==> src/lfia_pkg.sv <==
// lfia_pkg: shared constants, codes and types of the lowest free index allocator
// used by lowest_free_index_allocator and lfia_checker, no dependencies
`timescale 1ns / 1ps

package lfia_pkg;

    localparam int MAX_INDICES = 256;
    localparam int WORD_W      = 32;
    localparam int NUM_WORDS   = MAX_INDICES / WORD_W;
    localparam int WORD_AW     = $clog2(NUM_WORDS);
    localparam int BIT_AW      = $clog2(WORD_W);
    localparam int IDX_W       = 8;
    localparam int MARK_W      = 9;
    localparam int CNT_W       = 9;
    localparam int OP_W        = 2;
    localparam int ST_W        = 2;
    localparam int IN_TDATA_W  = 16;
    localparam int OUT_TDATA_W = 24;

    typedef logic [OP_W-1:0] op_t;
    typedef logic [ST_W-1:0] status_t;

    localparam op_t OP_ALLOC = 2'd0;
    localparam op_t OP_FREE  = 2'd1;
    localparam op_t OP_CLEAR = 2'd2;

    localparam status_t ST_OK         = 2'd0;
    localparam status_t ST_FULL       = 2'd1;
    localparam status_t ST_NOT_IN_USE = 2'd2;

    typedef enum logic [1:0] {
        S_IDLE,
        S_SCAN,
        S_TRIM,
        S_RESULT
    } state_t;

endpackage

==> src/lowest_free_index_allocator.sv <==
// lowest_free_index_allocator: hands out the lowest freed index or else the index at the mark
// depends on lfia_pkg
`timescale 1ns / 1ps
//
// channel | dir | beat contents
// s_*     | in  | s_tdata: operation[1:0], index[9:2]
// m_*     | out | m_tdata: granted_index[7:0], status[9:8], live_count[18:10]
//
// allocate: one free-map word checked per cycle in the scan loop
// free of a top index other than 0: one word trimmed per cycle
// reset clears the free map, mark and count at once, no sweep
// s_tready is low while a request is in work; a result waits in the output register

module lowest_free_index_allocator (
    input  logic                           clk,
    input  logic                           rst_n,
    input  logic                           s_tvalid,
    output logic                           s_tready,
    input  logic [lfia_pkg::IN_TDATA_W-1:0]  s_tdata,  // operation, index
    output logic                           m_tvalid,
    input  logic                           m_tready,
    output logic [lfia_pkg::OUT_TDATA_W-1:0] m_tdata   // granted_index, status, live_count
);

    import lfia_pkg::*;

    function automatic logic [BIT_AW-1:0] low_bit(input logic [WORD_W-1:0] w);
        logic [WORD_W-1:0] iso;
        logic [BIT_AW-1:0] r;
        iso = w & (~w + WORD_W'(1));
        r   = '0;
        for (int b = 0; b < BIT_AW; b++)
        begin
            for (int i = 0; i < WORD_W; i++)
            begin
                if (((i >> b) & 1) == 1)
                begin
                    r[b] = r[b] | iso[i];
                end
            end
        end
        return r;
    endfunction

    function automatic logic [BIT_AW-1:0] high_bit(input logic [WORD_W-1:0] w);
        logic [WORD_W-1:0] rev;
        for (int i = 0; i < WORD_W; i++)
        begin
            rev[i] = w[WORD_W-1-i];
        end
        return ~low_bit(rev);
    endfunction

    state_t state_reg, state_next;

    logic [NUM_WORDS-1:0][WORD_W-1:0] map_reg;
    logic [MARK_W-1:0]  mark_reg, mark_next;
    logic [CNT_W-1:0]   live_reg, live_next;
    logic [IDX_W-1:0]   gnt_reg, gnt_next;
    status_t            st_reg, st_next;
    logic [WORD_AW-1:0] cnt_reg, cnt_next;
    logic               m_tvalid_reg;
    logic [OUT_TDATA_W-1:0] m_tdata_reg;

    logic               s_accept;
    logic               out_free;
    op_t                in_op;
    logic [IDX_W-1:0]   in_idx;
    logic [MARK_W-1:0]  in_idx_ext;
    logic               free_ok;
    logic               free_top;
    logic [IDX_W-1:0]   trim_pos;
    logic [WORD_AW-1:0] rd_addr;
    logic [WORD_W-1:0]  rd_word;
    logic               scan_hit;
    logic               scan_last;
    logic [BIT_AW-1:0]  low_pos;
    logic [WORD_W-1:0]  trim_mask;
    logic [WORD_W-1:0]  holes;
    logic               trim_all;
    logic [BIT_AW-1:0]  high_hole;
    logic               map_we;
    logic               map_clr;
    logic [WORD_W-1:0]  map_wd;

    assign in_op      = s_tdata[OP_W-1:0];
    assign in_idx     = s_tdata[OP_W+IDX_W-1:OP_W];
    assign in_idx_ext = {1'b0, in_idx};
    assign s_accept   = s_tvalid && s_tready;
    assign out_free   = !m_tvalid_reg || m_tready;
    assign trim_pos   = mark_reg[IDX_W-1:0] - IDX_W'(1);

    // single read port into the free map
    always_comb
    begin
        unique case (state_reg)
            S_IDLE:  rd_addr = in_idx[IDX_W-1:BIT_AW];
            S_SCAN:  rd_addr = cnt_reg;
            S_TRIM:  rd_addr = trim_pos[IDX_W-1:BIT_AW];
            default: rd_addr = cnt_reg;
        endcase
    end

    assign rd_word   = map_reg[rd_addr];
    assign scan_hit  = |rd_word;
    assign scan_last = (cnt_reg == WORD_AW'(NUM_WORDS - 1));
    assign low_pos   = low_bit(rd_word);
    assign trim_mask = {WORD_W{1'b1}} >> (~trim_pos[BIT_AW-1:0]);
    assign holes     = ~rd_word & trim_mask;
    assign trim_all  = (holes == '0);
    assign high_hole = high_bit(holes);
    assign free_ok   = (in_idx_ext < mark_reg) && !rd_word[in_idx[BIT_AW-1:0]];
    assign free_top  = ((in_idx_ext + MARK_W'(1)) == mark_reg);

    // next state
    always_comb
    begin
        state_next = state_reg;
        unique case (state_reg)
            S_IDLE:
            begin
                if (s_accept)
                begin
                    case (in_op)
                        OP_ALLOC: state_next = S_SCAN;
                        OP_FREE:
                        begin
                            if (free_ok && free_top && in_idx != '0)
                            begin
                                state_next = S_TRIM;
                            end
                            else
                            begin
                                state_next = S_RESULT;
                            end
                        end
                        default:  state_next = S_RESULT;
                    endcase
                end
            end
            S_SCAN:
            begin
                if (scan_hit || scan_last)
                begin
                    state_next = S_RESULT;
                end
            end
            S_TRIM:
            begin
                if (!trim_all || trim_pos[IDX_W-1:BIT_AW] == '0)
                begin
                    state_next = S_RESULT;
                end
            end
            S_RESULT:
            begin
                if (out_free)
                begin
                    state_next = S_IDLE;
                end
            end
            default: state_next = S_IDLE;
        endcase
    end

    // outputs
    always_comb
    begin
        s_tready = (state_reg == S_IDLE);
        m_tvalid = m_tvalid_reg;
        m_tdata  = m_tdata_reg;
    end

    // datapath
    always_comb
    begin
        map_we    = 1'b0;
        map_clr   = 1'b0;
        map_wd    = rd_word;
        mark_next = mark_reg;
        live_next = live_reg;
        gnt_next  = gnt_reg;
        st_next   = st_reg;
        cnt_next  = cnt_reg;
        unique case (state_reg)
            S_IDLE:
            begin
                if (s_accept)
                begin
                    gnt_next = '0;
                    st_next  = ST_OK;
                    cnt_next = '0;
                    case (in_op)
                        OP_FREE:
                        begin
                            if (!free_ok)
                            begin
                                st_next = ST_NOT_IN_USE;
                            end
                            else
                            begin
                                live_next = live_reg - CNT_W'(1);
                                if (free_top)
                                begin
                                    mark_next = in_idx_ext;
                                end
                                else
                                begin
                                    map_we = 1'b1;
                                    map_wd = rd_word | (WORD_W'(1) << in_idx[BIT_AW-1:0]);
                                end
                            end
                        end
                        OP_CLEAR:
                        begin
                            map_clr   = 1'b1;
                            mark_next = '0;
                            live_next = '0;
                        end
                        default: ;
                    endcase
                end
            end
            S_SCAN:
            begin
                if (scan_hit)
                begin
                    map_we    = 1'b1;
                    map_wd    = rd_word & ~(WORD_W'(1) << low_pos);
                    gnt_next  = {cnt_reg, low_pos};
                    live_next = live_reg + CNT_W'(1);
                end
                else if (scan_last)
                begin
                    if (mark_reg < MARK_W'(MAX_INDICES))
                    begin
                        gnt_next  = mark_reg[IDX_W-1:0];
                        mark_next = mark_reg + MARK_W'(1);
                        live_next = live_reg + CNT_W'(1);
                    end
                    else
                    begin
                        st_next = ST_FULL;
                    end
                end
                else
                begin
                    cnt_next = cnt_reg + WORD_AW'(1);
                end
            end
            S_TRIM:
            begin
                map_we = 1'b1;
                if (trim_all)
                begin
                    map_wd    = '0;
                    mark_next = {1'b0, trim_pos[IDX_W-1:BIT_AW], {BIT_AW{1'b0}}};
                end
                else
                begin
                    // keep bits up to and including the highest hole
                    map_wd    = rd_word & ({WORD_W{1'b1}} >> (~high_hole));
                    mark_next = {1'b0, trim_pos[IDX_W-1:BIT_AW], high_hole} + MARK_W'(1);
                end
            end
            default: ;
        endcase
    end

    always_ff @(posedge clk or negedge rst_n)
    begin
        if (!rst_n)
        begin
            state_reg    <= S_IDLE;
            map_reg      <= '0;
            mark_reg     <= '0;
            live_reg     <= '0;
            cnt_reg      <= '0;
            m_tvalid_reg <= 1'b0;
        end
        else
        begin
            state_reg <= state_next;
            mark_reg  <= mark_next;
            live_reg  <= live_next;
            cnt_reg   <= cnt_next;
            if (map_clr)
            begin
                map_reg <= '0;
            end
            else if (map_we)
            begin
                map_reg[rd_addr] <= map_wd;
            end
            if (state_reg == S_RESULT && out_free)
            begin
                m_tvalid_reg <= 1'b1;
            end
            else if (m_tready)
            begin
                m_tvalid_reg <= 1'b0;
            end
        end
    end

    always_ff @(posedge clk)
    begin
        gnt_reg <= gnt_next;
        st_reg  <= st_next;
        if (state_reg == S_RESULT && out_free)
        begin
            m_tdata_reg <= {(OUT_TDATA_W - IDX_W - ST_W - CNT_W)'(0), live_reg, st_reg, gnt_reg};
        end
    end

endmodule

==> config.mk <==
export PLATFORM = sky130hd
export DESIGN_NAME = lowest_free_index_allocator
export DESIGN_NICKNAME = d
export VERILOG_FILES = /design/src/lfia_pkg.sv /design/src/lowest_free_index_allocator.sv
export SDC_FILE = /design/constraint.sdc
export NUM_CORES = 1
export LEC_CHECK = 0
export ABC_AREA = 1
export BUFFER_PORTS_ARGS = -buffer_cell sky130_fd_sc_hd__buf_4
export CAP_MARGIN = 20
export CORE_MARGIN = 2
export CORE_UTILIZATION = 44
export DETAILED_ROUTE_END_ITERATION = 12
export GPL_TIMING_DRIVEN = 0
export PLACE_DENSITY_LB_ADDON = 0.1
export SLEW_MARGIN = 20
export SYNTH_ARGS = -nofsm -noshare
export SYNTH_HDL_FRONTEND = slang
export SYNTH_SLANG_ARGS = --single-unit
export TNS_END_PERCENT = 5
==> constraint.sdc <==
create_clock -name clk -period 5.3 [get_ports clk]
set_input_delay 0.265 -clock clk [delete_from_list [all_inputs] [get_ports clk]]
set_output_delay 0.265 -clock clk [all_outputs]
set_load 0.05 [all_outputs]
==> impl_metrics.env <==
export IMPL_worst_pin_slew_ns=1.13
export IMPL_worstSetupEndpointType="flip-flop"
export IMPL_yosys_area_share_simple_pct=46.4
export IMPL_clock_sinks=309
export IMPL_fill_cells=5073
export IMPL_clkSlewWorstSetupHoldPaths_ns=0.06
export IMPL_cp_arrival_ns=5.58
export IMPL_portBuffers=34
export IMPL_crit_fanout=10
export IMPL_fmaxAchievable_mhz=195
export IMPL_synth_compound_area_share_pct=5.47
export IMPL_n_antenna_cell=0
export IMPL_yosysTopAreaCell="dfrtp_1"
export IMPL_area_growth_pct=13.6
export IMPL_die_w_um=227
export IMPL_dp_hpwl_um=72300
export IMPL_rows=81
export IMPL_antenna_found_initial=1
export IMPL_cts_buffers=37
export IMPL_syn_area_um2=22000
export IMPL_yosysSeqAreaShare_pct=35.9
export IMPL_final_max_slew_viol_count=0
export IMPL_dieArea_um2=51700
export IMPL_synth_top_cell_area_share_pct=31.9
export IMPL_hold_violations=0
export IMPL_core_area_um2=49100
export IMPL_track_usage_pct=36.7
export IMPL_ys_top_cells_by_area="dfrtp_1, nand2_1, nand3_1"
export IMPL_grt_pass1_wl_um=139000
export IMPL_async_flop_share_pct=90.6
export IMPL_synth_fa_ha_area_share_pct=1.77
export IMPL_drt_wl_total_um=94400
export IMPL_dr_total_vias=23115
export IMPL_synth_seq_cells=309
export IMPL_dieHeight_um=227
export IMPL_muxShareOfSynthArea_pct=0
export IMPL_rsz0062_at_grt="true"
export IMPL_post_place_ws_ns=-0.831
export IMPL_min_period_ns=5.12
export IMPL_cts_root_buf="clkbuf_16"
export IMPL_drc=0
export IMPL_yosysWarnings=0
export IMPL_setup_viol=0
export IMPL_synth_xor_area_share_pct=0.672
export IMPL_nets=3501
export IMPL_cp_common_cell="nand2_1"
export IMPL_period_share_pct=96.6
export IMPL_hp_class="input pin to flip-flop"
export IMPL_routed_via_density=5.58
export IMPL_drive_above_1_share_pct=12.8
export IMPL_critical_path_class="flip-flop to flip-flop"
export IMPL_wl_per_cell_um=22.8
export IMPL_io_pins=46
export IMPL_cap_violations=0
export IMPL_clk_latency_ns=0.59
export IMPL_worst_path_largest_cell_delay_ns=0.46
export IMPL_clockBufferDepth=3
export IMPL_yosysUniqueCellTypes=62
export IMPL_ant_nets=0
export IMPL_drt_iter0_drc=2837
export IMPL_status="finished clean"
export IMPL_slew_headroom_pct=24.4
export IMPL_synth_edff_count=29
export IMPL_place_congestion=1.05
export IMPL_grt_overflow=0
export IMPL_crit_slowest_cell="dfrtp_2"
export IMPL_cts_tree="done"
export IMPL_avgSynthCellArea_um2=6.55
export IMPL_cp_required_ns=5.76
export IMPL_dpl_instance_area_um2=23200
export IMPL_synthTopCellsByCount="nand2_1, nand3_1, inv_1, dfrtp_1, nor2_1"
export IMPL_ys_flop_type="dfrtp_1"
export IMPL_largest_reg_flops=256
export IMPL_initial_core_util_pct=44.8
export IMPL_design_area_um2=24900
export IMPL_layout_setup_ws_ns=0.181
export IMPL_dr_pass1_iters=6
export IMPL_finClkSkew_ns=0.0203
export IMPL_synth_top_family_by_area="simple AND/OR/NAND/NOR gates"
export IMPL_cp_start_kind="flip-flop"
export IMPL_postSynthCellCount=3351
export IMPL_synthMostInstantiatedCell="nand2_1"
export IMPL_cts_max_level=2
export IMPL_grt_pass1_vias=21773
export IMPL_grt_max_degree=84
==> through the flow <==
stage	hold WS, ns	setup TNS, ns	std cells	utilization [%]
CTS	0.0241	0	4133	50.2
detailed placement	0.248	-131.28	4059	47.3
global route	0.0869	-0.526	4142	50.8
global placement	0.408	-122.90	4053	47.0
floorplan	-0.0306	0	3355	-
finish	0.0438	0	4142	50.8
==> cells by family (layout without fill, tap and decap cells) <==
logic type      Yosys count  after routing
compound gates          186            186
xor+xnor                 16             16
fa+ha+maj                31             31
buf+inv                 454            577
flops                   309            309
other cells               1              5
simple gates           2354           2354
==> routing by layer <==
metal	GRT usage, %	wire length, um	part of all wire [%]
met5	0	0	0
met4	15.4	4130	4.4
met3	8.03	8910	9.4
met2	56.7	41600	44
met1	49.8	39800	42
==> critical path, delay by kind of cell (launching register included) <==
| family | cells | cell delay [ns] |
|---|---|---|
| compound gates | 2 | 0.23 |
| fa+ha+maj | 3 | 0.55 |
| buf+inv | 8 | 1.07 |
| flops | 1 | 0.46 |
| simple gates | 20 | 2.63 |
==> final cells by class <==
| cell class | count | area, um^2 | share of cell area (%) |
|---|---|---|---|
| Multi-Input combinational cell | 2592 | 12300 | 49.2 |
| Clock inverter | 17 | 146 | 0.587 |
| Inverter | 317 | 1200 | 4.82 |
| Tap cell | 664 | 831 | 3.33 |
| Timing Repair Buffer | 56 | 505 | 2.03 |
| Buffer | 137 | 1010 | 4.05 |
| Sequential cell | 309 | 7880 | 31.6 |
| Clock buffer | 50 | 1090 | 4.36 |
==> path summary, 6_finish.rpt <==
path | end | startpoint | slack, ns | cells past startpoint
setup / recovery | map_reg[119] | mark_reg[1] | 0.18 | 33
min in group asynchronous | cnt_reg[0] | rst_n | 0.22 | 2
setup reg to reg | map_reg[119] | mark_reg[1] | 0.18 | 33
hold / removal | state_reg[1] | s_tdata[1] | 0.04 | 3
max in group asynchronous | map_reg[174] | rst_n | 3.92 | 4
hold reg to reg | m_tdata[5] | gnt_reg[5] | 0.42 | 0
==> cell usage in the layout, fill, tap and decap left out, types with 41 or more instances in the layout <==
cell         n
dfrtp_1    279
nor2_1     232
nand3b_1    59
o21ai_0     63
a21oi_1     41
buf_4      110
nand2_1   1475
nand2_2     42
inv_1      281
nand3_1    353
==> repair_timing <==
item / in CTS / in global routing
hold buffers: 2 / 0
endpoints found under the setup margin: 272 / 272
buffers inserted: 5 / 9
endpoints found under the hold margin: 59 / 0
gates resized for setup: 42 / 65
pin swaps: 4 / 7
Power is not shown: default switching activity piles up to over one toggle a cycle in this logic, so the estimate is an artifact.
